<file path="config.mk">
export PLATFORM = sky130hd
export DESIGN_NAME = sorted_record_table
export DESIGN_NICKNAME = d
export VERILOG_FILES = /design/src/rtl/core/srt_pkg.sv /design/src/rtl/core/srt_datapath.sv /design/src/rtl/core/srt_ctrl.sv /design/src/rtl/core/sorted_record_table.sv
export VERILOG_INCLUDE_DIRS = /design/src /design/src/rtl/core
export SDC_FILE = /design/constraint.sdc
export NUM_CORES = 2
export LEC_CHECK = 0
export BUFFER_PORTS_ARGS = -buffer_cell sky130_fd_sc_hd__buf_2
export CAP_MARGIN = 20
export CORE_ASPECT_RATIO = 1.75
export CORE_MARGIN = 10
export CORE_UTILIZATION = 50
export DETAILED_ROUTE_END_ITERATION = 12
export GPL_ROUTABILITY_DRIVEN = 0
export PLACE_DENSITY_LB_ADDON = 0.25
export RECOVER_POWER = 100
export SETUP_SLACK_MARGIN = 0.05
export SLEW_MARGIN = 20
export SYNTH_ARGS = -nofsm -noshare
export SYNTH_HDL_FRONTEND = slang
export SYNTH_SLANG_ARGS = --single-unit
</file>
<file path="constraint.sdc">
create_clock -name clk -period 9.5 [get_ports clk]
set_input_delay 0.95 -clock clk [delete_from_list [all_inputs] [get_ports clk]]
set_output_delay 0.95 -clock clk [all_outputs]
set_load 0.1 [all_outputs]
</file>
<file path="src/rtl/core/assert_macros.svh">
// assertion macros shared by the sorted record table rtl
// define NO_ASSERTIONS to compile them out
`ifndef ASSERT_MACROS_SVH
`define ASSERT_MACROS_SVH

`ifndef NO_ASSERTIONS

// clocked property, ignored while reset is high
`define SRT_ASSERT(lbl, clk, rst, prop) \
  lbl: assert property (@(posedge clk) disable iff (rst) prop) \
    else $error("sorted record table assertion failed");

// clocked property, checked during reset as well
`define SRT_ASSERT_ALWAYS(lbl, clk, prop) \
  lbl: assert property (@(posedge clk) prop) \
    else $error("sorted record table assertion failed");

`else

`define SRT_ASSERT(lbl, clk, rst, prop)
`define SRT_ASSERT_ALWAYS(lbl, clk, prop)

`endif

`endif

</file>
<file path="src/rtl/core/srt_pkg.sv">
// types and codes shared by the sorted record table controller and datapath
// no dependencies
package srt_pkg;

  localparam int unsigned KEY_W    = 32;
  localparam int unsigned TYPE_W   = 8;
  localparam int unsigned AMOUNT_W = 32;
  localparam int unsigned POS_W    = 6;

  typedef enum logic [1:0] {
    KIND_INSERT = 2'd0,
    KIND_SEARCH = 2'd1,
    KIND_DELETE = 2'd2,
    KIND_LIST   = 2'd3
  } kind_t;

  typedef enum logic [1:0] {
    ST_OK        = 2'd0,
    ST_NOT_FOUND = 2'd1,
    ST_FULL      = 2'd2,
    ST_EMPTY     = 2'd3
  } status_t;

  typedef struct packed {
    logic [KEY_W-1:0]           key;
    logic [TYPE_W-1:0]          rtype;
    logic signed [AMOUNT_W-1:0] amount;
  } record_t;

  typedef enum logic [2:0] {
    S_IDLE,
    S_DECODE,
    S_INS_CMP,
    S_INS_PUT,
    S_FIND_CMP,
    S_DEL_MOVE,
    S_LIST_EMIT
  } state_t;

  typedef enum logic [2:0] {
    IDX_HOLD,
    IDX_ZERO,
    IDX_COUNT,
    IDX_INC,
    IDX_DEC
  } idx_op_t;

  typedef enum logic [1:0] {
    CNT_HOLD,
    CNT_INC,
    CNT_DEC
  } cnt_op_t;

  typedef enum logic [2:0] {
    RD_ZERO,
    RD_NEXT,
    RD_NEXT2,
    RD_PREV2,
    RD_CNT_M1
  } rd_sel_t;

  typedef enum logic [1:0] {
    SRC_NONE,
    SRC_STORED,
    SRC_NEW
  } emit_src_t;

  typedef struct packed {
    logic      load;
    idx_op_t   idx_op;
    cnt_op_t   cnt_op;
    rd_sel_t   rd_sel;
    logic      wr_en;
    logic      wr_new;
    logic      emit;
    emit_src_t src;
    status_t   status;
    logic      last;
  } dp_cmd_t;

  typedef struct packed {
    kind_t kind;
    logic  cnt_zero;
    logic  cnt_full;
    logic  key_gt;
    logic  key_eq;
    logic  next_end;
    logic  next2_end;
    logic  idx_one;
  } dp_stat_t;

endpackage

</file>
<file path="src/rtl/core/srt_datapath.sv">
// datapath of the sorted record table: record memory, index and fill count,
// input latch and result registers; depends on srt_pkg and assert_macros.svh
module srt_datapath import srt_pkg::*; #(
  parameter int unsigned CAPACITY = 32
) (
  input  logic                       clk,
  input  logic                       rst,
  input  dp_cmd_t                    cmd,
  output dp_stat_t                   stat,
  input  logic [1:0]                 kind,
  input  logic [KEY_W-1:0]           key,
  input  logic [TYPE_W-1:0]          record_type,
  input  logic signed [AMOUNT_W-1:0] amount,
  output logic                       result_valid,
  output logic [1:0]                 status,
  output logic [POS_W-1:0]           position,
  output logic [KEY_W-1:0]           out_key,
  output logic [TYPE_W-1:0]          out_type,
  output logic signed [AMOUNT_W-1:0] out_amount,
  output logic                       last
);

  localparam int unsigned IDX_W = $clog2(CAPACITY);
  localparam int unsigned CNT_W = $clog2(CAPACITY + 1);
  localparam int unsigned CW    = IDX_W + 2;
  localparam int unsigned PW    = (IDX_W + 1 > POS_W) ? IDX_W + 1 : POS_W;

  record_t            rec_mem [CAPACITY];
  record_t            rdata;
  record_t            new_rec;
  kind_t              kind_r;
  logic [IDX_W-1:0]   idx;
  logic [IDX_W-1:0]   idx_next;
  logic [CNT_W-1:0]   count;
  logic [CNT_W-1:0]   count_next;
  logic [CNT_W-1:0]   cnt_m1;
  logic [IDX_W-1:0]   rd_addr;
  logic [PW-1:0]      pos_wide;

  // input latch
  always_ff @(posedge clk) begin
    if (cmd.load) begin
      kind_r  <= kind_t'(kind);
      new_rec <= '{key: key, rtype: record_type, amount: amount};
    end
  end

  // index and fill count
  always_comb begin
    case (cmd.idx_op)
      IDX_ZERO:  idx_next = '0;
      IDX_COUNT: idx_next = count[IDX_W-1:0];
      IDX_INC:   idx_next = idx + IDX_W'(1);
      IDX_DEC:   idx_next = idx - IDX_W'(1);
      default:   idx_next = idx;
    endcase
  end

  always_comb begin
    case (cmd.cnt_op)
      CNT_INC: count_next = count + CNT_W'(1);
      CNT_DEC: count_next = count - CNT_W'(1);
      default: count_next = count;
    endcase
  end

  always_ff @(posedge clk) begin
    if (rst) begin
      idx   <= '0;
      count <= '0;
    end else begin
      idx   <= idx_next;
      count <= count_next;
    end
  end

  // record memory, one write and one registered read per cycle
  assign cnt_m1 = count - CNT_W'(1);

  always_comb begin
    case (cmd.rd_sel)
      RD_NEXT:   rd_addr = idx + IDX_W'(1);
      RD_NEXT2:  rd_addr = idx + IDX_W'(2);
      RD_PREV2:  rd_addr = idx - IDX_W'(2);
      RD_CNT_M1: rd_addr = cnt_m1[IDX_W-1:0];
      default:   rd_addr = '0;
    endcase
  end

  always_ff @(posedge clk) begin
    if (cmd.wr_en) begin
      rec_mem[idx] <= cmd.wr_new ? new_rec : rdata;
    end
    rdata <= rec_mem[rd_addr];
  end

  // status toward the controller
  assign stat.kind      = kind_r;
  assign stat.cnt_zero  = (count == '0);
  assign stat.cnt_full  = (count == CNT_W'(CAPACITY));
  assign stat.key_gt    = (rdata.key > new_rec.key);
  assign stat.key_eq    = (rdata.key == new_rec.key);
  assign stat.next_end  = (CW'(idx) + CW'(1) == CW'(count));
  assign stat.next2_end = (CW'(idx) + CW'(2) >= CW'(count));
  assign stat.idx_one   = (idx == IDX_W'(1));

  // result registers
  assign pos_wide = PW'(idx) + PW'(1);

  always_ff @(posedge clk) begin
    if (rst) begin
      result_valid <= 1'b0;
    end else begin
      result_valid <= cmd.emit;
    end
  end

  always_ff @(posedge clk) begin
    if (cmd.emit) begin
      status <= cmd.status;
      last   <= cmd.last;
      case (cmd.src)
        SRC_STORED: begin
          position   <= pos_wide[POS_W-1:0];
          out_key    <= rdata.key;
          out_type   <= rdata.rtype;
          out_amount <= rdata.amount;
        end
        SRC_NEW: begin
          position   <= pos_wide[POS_W-1:0];
          out_key    <= new_rec.key;
          out_type   <= new_rec.rtype;
          out_amount <= new_rec.amount;
        end
        default: begin
          position   <= '0;
          out_key    <= '0;
          out_type   <= '0;
          out_amount <= '0;
        end
      endcase
    end
  end

  `include "assert_macros.svh"

  `SRT_ASSERT(a_cnt_bound, clk, rst, count <= CNT_W'(CAPACITY))
  `SRT_ASSERT(a_cnt_step, clk, rst, !$stable(count) |-> (count == $past(count) + CNT_W'(1)) || (count == $past(count) - CNT_W'(1)))
  `SRT_ASSERT(a_err_result, clk, rst, (result_valid && status != ST_OK) |-> (last && position == '0))
  `SRT_ASSERT_ALWAYS(a_rst_quiet, clk, rst |=> !result_valid)

endmodule

</file>
<file path="src/rtl/core/srt_ctrl.sv">
// controller state machine of the sorted record table
// drives datapath commands from its status; depends on srt_pkg and assert_macros.svh
module srt_ctrl import srt_pkg::*; (
  input  logic     clk,
  input  logic     rst,
  input  logic     start,
  output logic     busy,
  input  dp_stat_t stat,
  output dp_cmd_t  cmd
);

  state_t state;
  state_t state_next;

  always_ff @(posedge clk) begin
    if (rst) begin
      state <= S_IDLE;
    end else begin
      state <= state_next;
    end
  end

  // next state
  always_comb begin
    state_next = state;
    case (state)
      S_IDLE: begin
        if (start) state_next = S_DECODE;
      end
      S_DECODE: begin
        if (stat.kind == KIND_INSERT) begin
          if (stat.cnt_full)      state_next = S_IDLE;
          else if (stat.cnt_zero) state_next = S_INS_PUT;
          else                    state_next = S_INS_CMP;
        end else if (stat.cnt_zero) begin
          state_next = S_IDLE;
        end else if (stat.kind == KIND_LIST) begin
          state_next = S_LIST_EMIT;
        end else begin
          state_next = S_FIND_CMP;
        end
      end
      S_INS_CMP: begin
        if (!stat.key_gt || stat.idx_one) state_next = S_INS_PUT;
      end
      S_INS_PUT: begin
        state_next = S_IDLE;
      end
      S_FIND_CMP: begin
        if (stat.key_eq) begin
          if (stat.kind == KIND_DELETE && !stat.next_end) state_next = S_DEL_MOVE;
          else                                             state_next = S_IDLE;
        end else if (stat.next_end) begin
          state_next = S_IDLE;
        end
      end
      S_DEL_MOVE: begin
        if (stat.next2_end) state_next = S_IDLE;
      end
      S_LIST_EMIT: begin
        if (stat.next_end) state_next = S_IDLE;
      end
      default: state_next = S_IDLE;
    endcase
  end

  // outputs
  always_comb begin
    cmd        = '0;
    cmd.idx_op = IDX_HOLD;
    cmd.cnt_op = CNT_HOLD;
    cmd.rd_sel = RD_ZERO;
    cmd.src    = SRC_NONE;
    cmd.status = ST_OK;
    busy       = (state != S_IDLE);
    case (state)
      S_IDLE: begin
        cmd.load = start;
      end
      S_DECODE: begin
        if (stat.kind == KIND_INSERT) begin
          if (stat.cnt_full) begin
            cmd.emit   = 1'b1;
            cmd.status = ST_FULL;
            cmd.last   = 1'b1;
          end else begin
            cmd.idx_op = IDX_COUNT;
            cmd.rd_sel = RD_CNT_M1;
          end
        end else if (stat.cnt_zero) begin
          cmd.emit   = 1'b1;
          cmd.status = ST_EMPTY;
          cmd.last   = 1'b1;
        end else begin
          cmd.idx_op = IDX_ZERO;
        end
      end
      S_INS_CMP: begin
        // open a slot by moving the larger entry up one place
        if (stat.key_gt) begin
          cmd.wr_en  = 1'b1;
          cmd.idx_op = IDX_DEC;
          cmd.rd_sel = RD_PREV2;
        end
      end
      S_INS_PUT: begin
        cmd.wr_en  = 1'b1;
        cmd.wr_new = 1'b1;
        cmd.cnt_op = CNT_INC;
        cmd.emit   = 1'b1;
        cmd.src    = SRC_NEW;
        cmd.last   = 1'b1;
      end
      S_FIND_CMP: begin
        if (stat.key_eq) begin
          cmd.emit = 1'b1;
          cmd.src  = SRC_STORED;
          cmd.last = 1'b1;
          if (stat.kind == KIND_DELETE) begin
            if (stat.next_end) cmd.cnt_op = CNT_DEC;
            else               cmd.rd_sel = RD_NEXT;
          end
        end else if (stat.next_end) begin
          cmd.emit   = 1'b1;
          cmd.status = ST_NOT_FOUND;
          cmd.last   = 1'b1;
        end else begin
          cmd.idx_op = IDX_INC;
          cmd.rd_sel = RD_NEXT;
        end
      end
      S_DEL_MOVE: begin
        // close the gap by moving the following entry down one place
        cmd.wr_en  = 1'b1;
        cmd.idx_op = IDX_INC;
        if (stat.next2_end) cmd.cnt_op = CNT_DEC;
        else                cmd.rd_sel = RD_NEXT2;
      end
      S_LIST_EMIT: begin
        cmd.emit = 1'b1;
        cmd.src  = SRC_STORED;
        cmd.last = stat.next_end;
        if (!stat.next_end) begin
          cmd.idx_op = IDX_INC;
          cmd.rd_sel = RD_NEXT;
        end
      end
      default: begin
        busy = 1'b1;
      end
    endcase
  end

  `include "assert_macros.svh"

  `SRT_ASSERT(a_accept_busy, clk, rst, (start && !busy) |=> busy)
  `SRT_ASSERT(a_idle_no_update, clk, rst, (state == S_IDLE) |-> (!cmd.wr_en && cmd.cnt_op == CNT_HOLD))
  `SRT_ASSERT(a_put_reports, clk, rst, (cmd.wr_en && cmd.wr_new) |-> (cmd.emit && cmd.src == SRC_NEW))

endmodule

</file>
<file path="src/rtl/core/sorted_record_table.sv">
// top level of the sorted record table: controller plus datapath
// depends on srt_pkg, srt_ctrl, srt_datapath
//
// Usage:
//   An item (kind, key, record_type, amount) is taken at a rising edge where
//   start is high and busy is low. busy stays high until the item's work ends.
//   Results come out one per cycle on status, position, out_key, out_type,
//   out_amount and last, each marked by result_valid for exactly one cycle;
//   the receiver must take them as they come. last marks an item's final result.
//   Kinds: insert, search, delete, list all. List gives one result per entry.
// Steps of each kind:
//   insert  one compare and shift per cycle from the tail
//   search  one compare per cycle from the head
//   delete  search then one move per cycle down to the tail
//   list    one result per cycle
//   each result is registered before it shows on the ports
//   The record memory, one write port and one registered read port, sets the
//   pace: one entry is read and one written per cycle.
// Reset:
//   rst empties the table and drops result_valid; memory contents are not cleared.
module sorted_record_table import srt_pkg::*; #(
  parameter int unsigned CAPACITY = 32
) (
  input  logic                       clk,
  input  logic                       rst,
  input  logic                       start,
  output logic                       busy,
  input  logic [1:0]                 kind,
  input  logic [KEY_W-1:0]           key,
  input  logic [TYPE_W-1:0]          record_type,
  input  logic signed [AMOUNT_W-1:0] amount,
  output logic                       result_valid,
  output logic [1:0]                 status,
  output logic [POS_W-1:0]           position,
  output logic [KEY_W-1:0]           out_key,
  output logic [TYPE_W-1:0]          out_type,
  output logic signed [AMOUNT_W-1:0] out_amount,
  output logic                       last
);

  dp_cmd_t  cmd;
  dp_stat_t stat;

  srt_ctrl u_ctrl (
    .clk   (clk),
    .rst   (rst),
    .start (start),
    .busy  (busy),
    .stat  (stat),
    .cmd   (cmd)
  );

  srt_datapath #(
    .CAPACITY (CAPACITY)
  ) u_datapath (
    .clk          (clk),
    .rst          (rst),
    .cmd          (cmd),
    .stat         (stat),
    .kind         (kind),
    .key          (key),
    .record_type  (record_type),
    .amount       (amount),
    .result_valid (result_valid),
    .status       (status),
    .position     (position),
    .out_key      (out_key),
    .out_type     (out_type),
    .out_amount   (out_amount),
    .last         (last)
  );

endmodule
</file>
== Word level (Yosys, flattened, before mapping) ==
Memories as Yosys holds them, arrays and structs flattened. A register that Yosys moved wholly into a read port is not among the register bits.
Index checks and enable logic that the tools add are counted.
Operators by class
  add/subtract/negate cells: 9
  magnitude comparators: 2
  equal/unequal tests: 27
  muxes and demuxes: 60
  reductions and logical operators: 15
Operators by type and width (count)
  32-bit case mux with 2 select lines: 2
  72-bit two-way mux: 1
  3-bit two-way mux: 17
  5-bit case mux with 4 select lines: 2
  32-bit == test: 1
  32-bit > comparator: 1
  3-bit case mux with 5 select lines: 2
  2-bit two-way mux: 11
  3-bit by 2-bit == test with 1-bit output (second input constant): 6
  3-bit case mux with 6 select lines: 1
  8-bit case mux with 2 select lines: 1
  3-bit == test (second input constant): 5
  1-bit two-way mux: 15
  5-bit by 1-bit adder with 6-bit output (second input constant): 2
  2-bit case mux with 3 select lines: 2
  6-bit case mux with 2 select lines: 1
  3-bit by 1-bit == test with 1-bit output (second input constant): 3
  2-bit == test (second input constant): 4
  7-bit by 6-bit == test with 1-bit output: 1
  7-bit by 6-bit greater-or-equal comparator with 1-bit output: 1
  7-bit OR reduction: 1
  5-bit by 2-bit adder with 6-bit output (second input constant): 1
  6-bit by 1-bit adder with 6-bit output (second input constant): 1
  6-bit == test (second input constant): 1
  25 further kinds: 30
Storage, ports and cells
  bits in registers: 170
  memory bits (writable): 2304
  output and inout port bits: 83
  memories: 1
Memories
  u_datapath.rec_mem: depth 32, width 72, rd ports 1, clocked after Yosys merged registers in 1, wr ports 1, line srt_datapath.sv:28  | record_t rec_mem [CAPACITY];

== Depth between registers and ports, before layout ==
  word-level depth: 8
  depth in mapped cells: 21
  gate-level depth less buffers: 18

== Modules after synthesis ==
A second synthesis with hierarchy kept.
Unflattened totals
  cells, all modules: 6619
  area, all modules: 100111.0 um^2
Modules (own cells, without submodules)
  srt_datapath: times used 1, cells an instance 6554, area each 99693.1 um^2, seq. area each 75522.4 um^2
  srt_ctrl: times used 1, cells an instance 65, area each 417.9 um^2, seq. area each 60.1 um^2

== Worst setup path after synthesis ==
No wires, ideal clock.
  path type: flip-flop to flip-flop
  start: register u_datapath.new_rec[71] in the netlist's numbering
  end: memory u_datapath.rec_mem[26][0] in the netlist's numbering, enable pin
  library setup time: 590 ps
  data arrival time: 7145 ps
  data required time: 8910 ps
  setup slack: 1765 ps
  cell stages (with the launch flop): 11
  clock period less this slack: 7735 ps
  path through: edfxtp_1 > inv_1 > ha_1 > nand4_2 > or4_1 > nor3_2 > o31ai_2 > and2_1 > nand3_1 > nand2_1 > nor3_1
Between the ends
  longest elaborated chain between the ends: 5
RTL lines
  start, declared: line srt_datapath.sv:30  | record_t new_rec;
  start signal, assigned: line srt_datapath.sv:44  | new_rec <= '{key: key, rtype: record_type, amount: amount};
  32-bit > comparator: line srt_datapath.sv:101  | assign stat.key_gt = (rdata.key > new_rec.key);
  3-bit two-way mux: line srt_ctrl.sv:100  | if (stat.key_gt) begin
  1-bit case mux with 2 select lines: line srt_ctrl.sv:76  | case (state)
  1-bit two-way mux: line srt_datapath.sv:91  | if (cmd.wr_en) begin
  1-bit two-way mux: line srt_datapath.sv:92  | rec_mem[idx] <= cmd.wr_new ? new_rec : rdata;
  end, declared: line srt_datapath.sv:28
No other way between the ends.

== Worst setup path after layout ==
  start: register u_datapath.new_rec[67] in the netlist's numbering
  end: memory u_datapath.rec_mem[18][28] in the netlist's numbering, enable pin
Same word-level chain as after synthesis.

==> results.toml <==
[run_status]
status = "complete, but fails checks"
violations = "max-capacitance violations, max-slew violations"

[drt]
wire_per_inst_um = 31.3
avgViaCountPerCell = 6.40
ant_nets = 0
wl_um = 289000
firstDrtPassIters = 6
dr.first_iter.drc_count = 7737
num_vias = 59042
drc = 0

[synthesis]
netlist.area_leader.share = 0.748
syn_area_mm2 = 0.0988
synth_area_leaders = "edfxtp_1 (75%), nand2_1 (4.9%), mux4_2 (2.6%)"
synth-seq-cells = 2546
ys_seq_area_frac = 0.765
synthFlopType = "edfxtp_1"
synth_top_area_cell = "edfxtp_1"
yosysUniqueCellTypes = 79
synthArstFlopShare = 0
syn_area_per_cell_um2 = 15.7
yosysWarnings = 0
synthCells = 6302
syn-num-nets = 6433
synth_edf_count = 2459

[floorplanning]
die-area_mm2 = 0.216
core.rowCount = 215
start_util = 0.503
die_w_um = 356
core_area_mm2 = 0.196
ioPinCount = 160
die_h_um = 608

[sta]
worst_pin_slew_ns = 5.19
setup_viol = 0
max_slew_margin = -2.46
drv_slew = 2507
fmax_ghz = 0.120
finalHoldViolations = 0
rsz0062_at_grt = "false"
period_needed_ns = 8.31
fin_setup_tns_ns = 0
skew_ns = 0.0504
post-route-period-util = 0.875

[global_route]
grt_pass1_wl_um = 410000
grt_max_degree = 145
grt_antenna_before_repair = 12
grtUsageTotal = 0.259
grt_pass1_vias = 57505
grt_overflow_total = 0

[critical_path]
crit_required_ns = 9.91
cp_data_arrival_time_ns = 8.72
start_kind = "register"
crit_slowest_cell = "nor2_1"
r2r_start = "u_datapath.new_rec[67]"
regToRegSetupSlack_ns = 1.19
path_class = "register to register"
cp_max_fo = 26
rr_worst_depth = 11
cp-end-kind = "register"
cpLargestDelayFamily = "simple AND/OR/NAND/NOR gates"
cp_num_buf_inv = 2
cpPeakStageDelay_ns = 2.36
rr_endpoint = "u_datapath.rec_mem[18][28]"
crit_chain = "inv_1, ha_1, nand4_1, or4_1, nor3_1, o31ai_1, and2_0, nand3_1, nand2_1, nor2_1, clkbuf_1"

[clocking]
postCtsHoldBufs = 0
clk_pin_slew_ns = 0.07
clockBufferDepth = 4
cts_sinks = 2546
cts_tree = "yes"
cts.repair.resized = 0
cts_root_buf = "clkbuf_16"
clk_latency_ns = 0.88
h-tree-depth = 4
cts_made_buffers = 224
post-cts-setup-buffers = 0

[placement]
io_buffers = 159
postPlaceCellArea_mm2 = 0.103
dp.cells = 8800
place.detailed.hpwl_um = 145000

[pwr]
p_per_area_mw_per_mm2 = 218
ir_drop_uv = 151
finalPower_w = 0.0238
p_leak_nw = 36.4

[cells_and_area]
nets = 6554
post-route-util = 0.557
design_area_mm2 = 0.109
drive_gt1_frac = 0.101
areaGrowthSynthToFinish_pct = 10.8
final_cells = 9220

[worst_hold_path]
hold_depth = 1
hold_path_class = "input pin to register"
hold_end = "u_datapath.new_rec[26]"
hp-start = "amount[26]"

[run]
maxCapViolations = 65
worst reg2reg max path, stage by stage, from the launching register on:
cell      delay [ns]
edfxtp_1        0.36
inv_1           0.09
ha_1            0.33
nand4_1         0.25
or4_1           0.65
nor3_1          0.23
o31ai_1         0.33
and2_0          0.38
nand3_1         0.20
nand2_1         0.40
nor2_1          2.36
clkbuf_1        2.19
final cells by class:
cell class / count / area [um2]
clock buffers: 303 / 6110
fillers: 15315 / 86900
clock inverters: 112 / 1070
multi-input cells: 3295 / 21500
inverters: 52 / 198
diodes: 4 / 10.0
repair buffers: 304 / 1700
flip-flops and latches: 2546 / 75600
well taps: 2604 / 3260
worst max path at each step:
stage / from / end / slack, ns / cells past startpoint
after global routing: u_ctrl.state[2] / u_datapath.rec_mem[12][28] / 1.16 / 5
after floorplan: u_datapath.new_rec[71] / u_datapath.rec_mem[26][0] / 1.77 / 10
after detailed placement: u_datapath.idx[2] / u_datapath.rdata[33] / 2.71 / 16
after CTS: u_datapath.idx[2] / u_datapath.rdata[39] / 2.64 / 16
after global placement: u_datapath.idx[2] / u_datapath.rdata[16] / 2.73 / 16
final: u_datapath.new_rec[67] / u_datapath.rec_mem[18][28] / 1.19 / 11
cells in the final DEF, fill, tap and decap left out, types with 13 or more instances in the layout:
cell,count
edfxtp_1,2459
nand2_1,1278
nand3_1,387
mux2i_1,229
clkbuf_1,227
clkbuf_16,226
a32oi_1,180
a31oi_1,172
nand4_1,124
mux4_2,116
nor2_1,111
dfxtp_1,87
a22oi_1,72
a211oi_1,72
buf_4,67
and3_1,65
a22o_1,56
ha_1,52
inv_1,50
a221oi_1,45
buf_2,41
a21oi_1,39
clkinv_2,39
clkinv_1,33
o21ai_0,31
mux2_2,28
mux2_1,25
nor2_4,22
a311oi_1,20
bufinv_16,19
clkbuf_8,17
clkbuf_2,14
o21ai_4,13
o32a_1,13
buf_12,13
synth_stat cells, types with 37 or more instances:
library cell,instances
a22oi_1,72
buf_2,115
buf_1,37
a32oi_1,180
a21oi_1,40
nand3_1,387
nand4_1,124
edfxtp_1,2459
dfxtp_1,87
o21ai_0,46
ha_1,53
a211oi_1,71
mux2i_1,229
inv_1,49
a31oi_1,171
and3_1,66
mux4_2,116
a221oi_1,45
mux2_2,53
clkbuf_1,221
nand2_1,1280
nor2_1,132
a22o_1,56
state kept, by name, summed over array words and instances, names as in the netlist, 2 cells and up:
signal                 flops
u_ctrl.state               3
u_datapath.rdata          72
u_datapath.position        6
u_datapath.idx             5
u_datapath.status          2
u_datapath.out_type        8
u_datapath.count           6
u_datapath.out_amount     32
u_datapath.new_rec        72
u_datapath.kind_r          2
u_datapath.rec_mem      2304
u_datapath.out_key        32
layer usage:
metal  track usage  up-vias  routed length, um
met5             0        -                 42
met3        0.0450      695              28300
met1         0.337    30224             106000
met2         0.428     3465             141000
li1              -    24652                  -
met4         0.110        6              13300
cells by family after synthesis:
| logic type | synth area share |
|---|---|
| compound gates | 0.0605 |
| xor+xnor | 0.00160 |
| fa+ha+maj | 0.00692 |
| buf+inv | 0.0208 |
| flops | 0.765 |
| mux | 0.0557 |
| simple gates | 0.0893 |
where the power goes:
part / switching (W) / leakage [nW] / internal, W
registers: 0.000154 / 22.9 / 0.0129
logic: 0.00130 / 9.90 / 0.000404
clock network: 0.00403 / 3.51 / 0.00503
through the flow:
step,setup slack (ns),hold WS [ns]
2_1_floorplan,1.77,0.552
6_report,1.19,0.240
4_1_cts,2.64,0.198
5_1_grt,1.16,0.220
3_3_place_gp,2.73,0.565
3_5_place_dp,2.71,0.577
No activity file was read; power rests on OpenSTA's default activity.
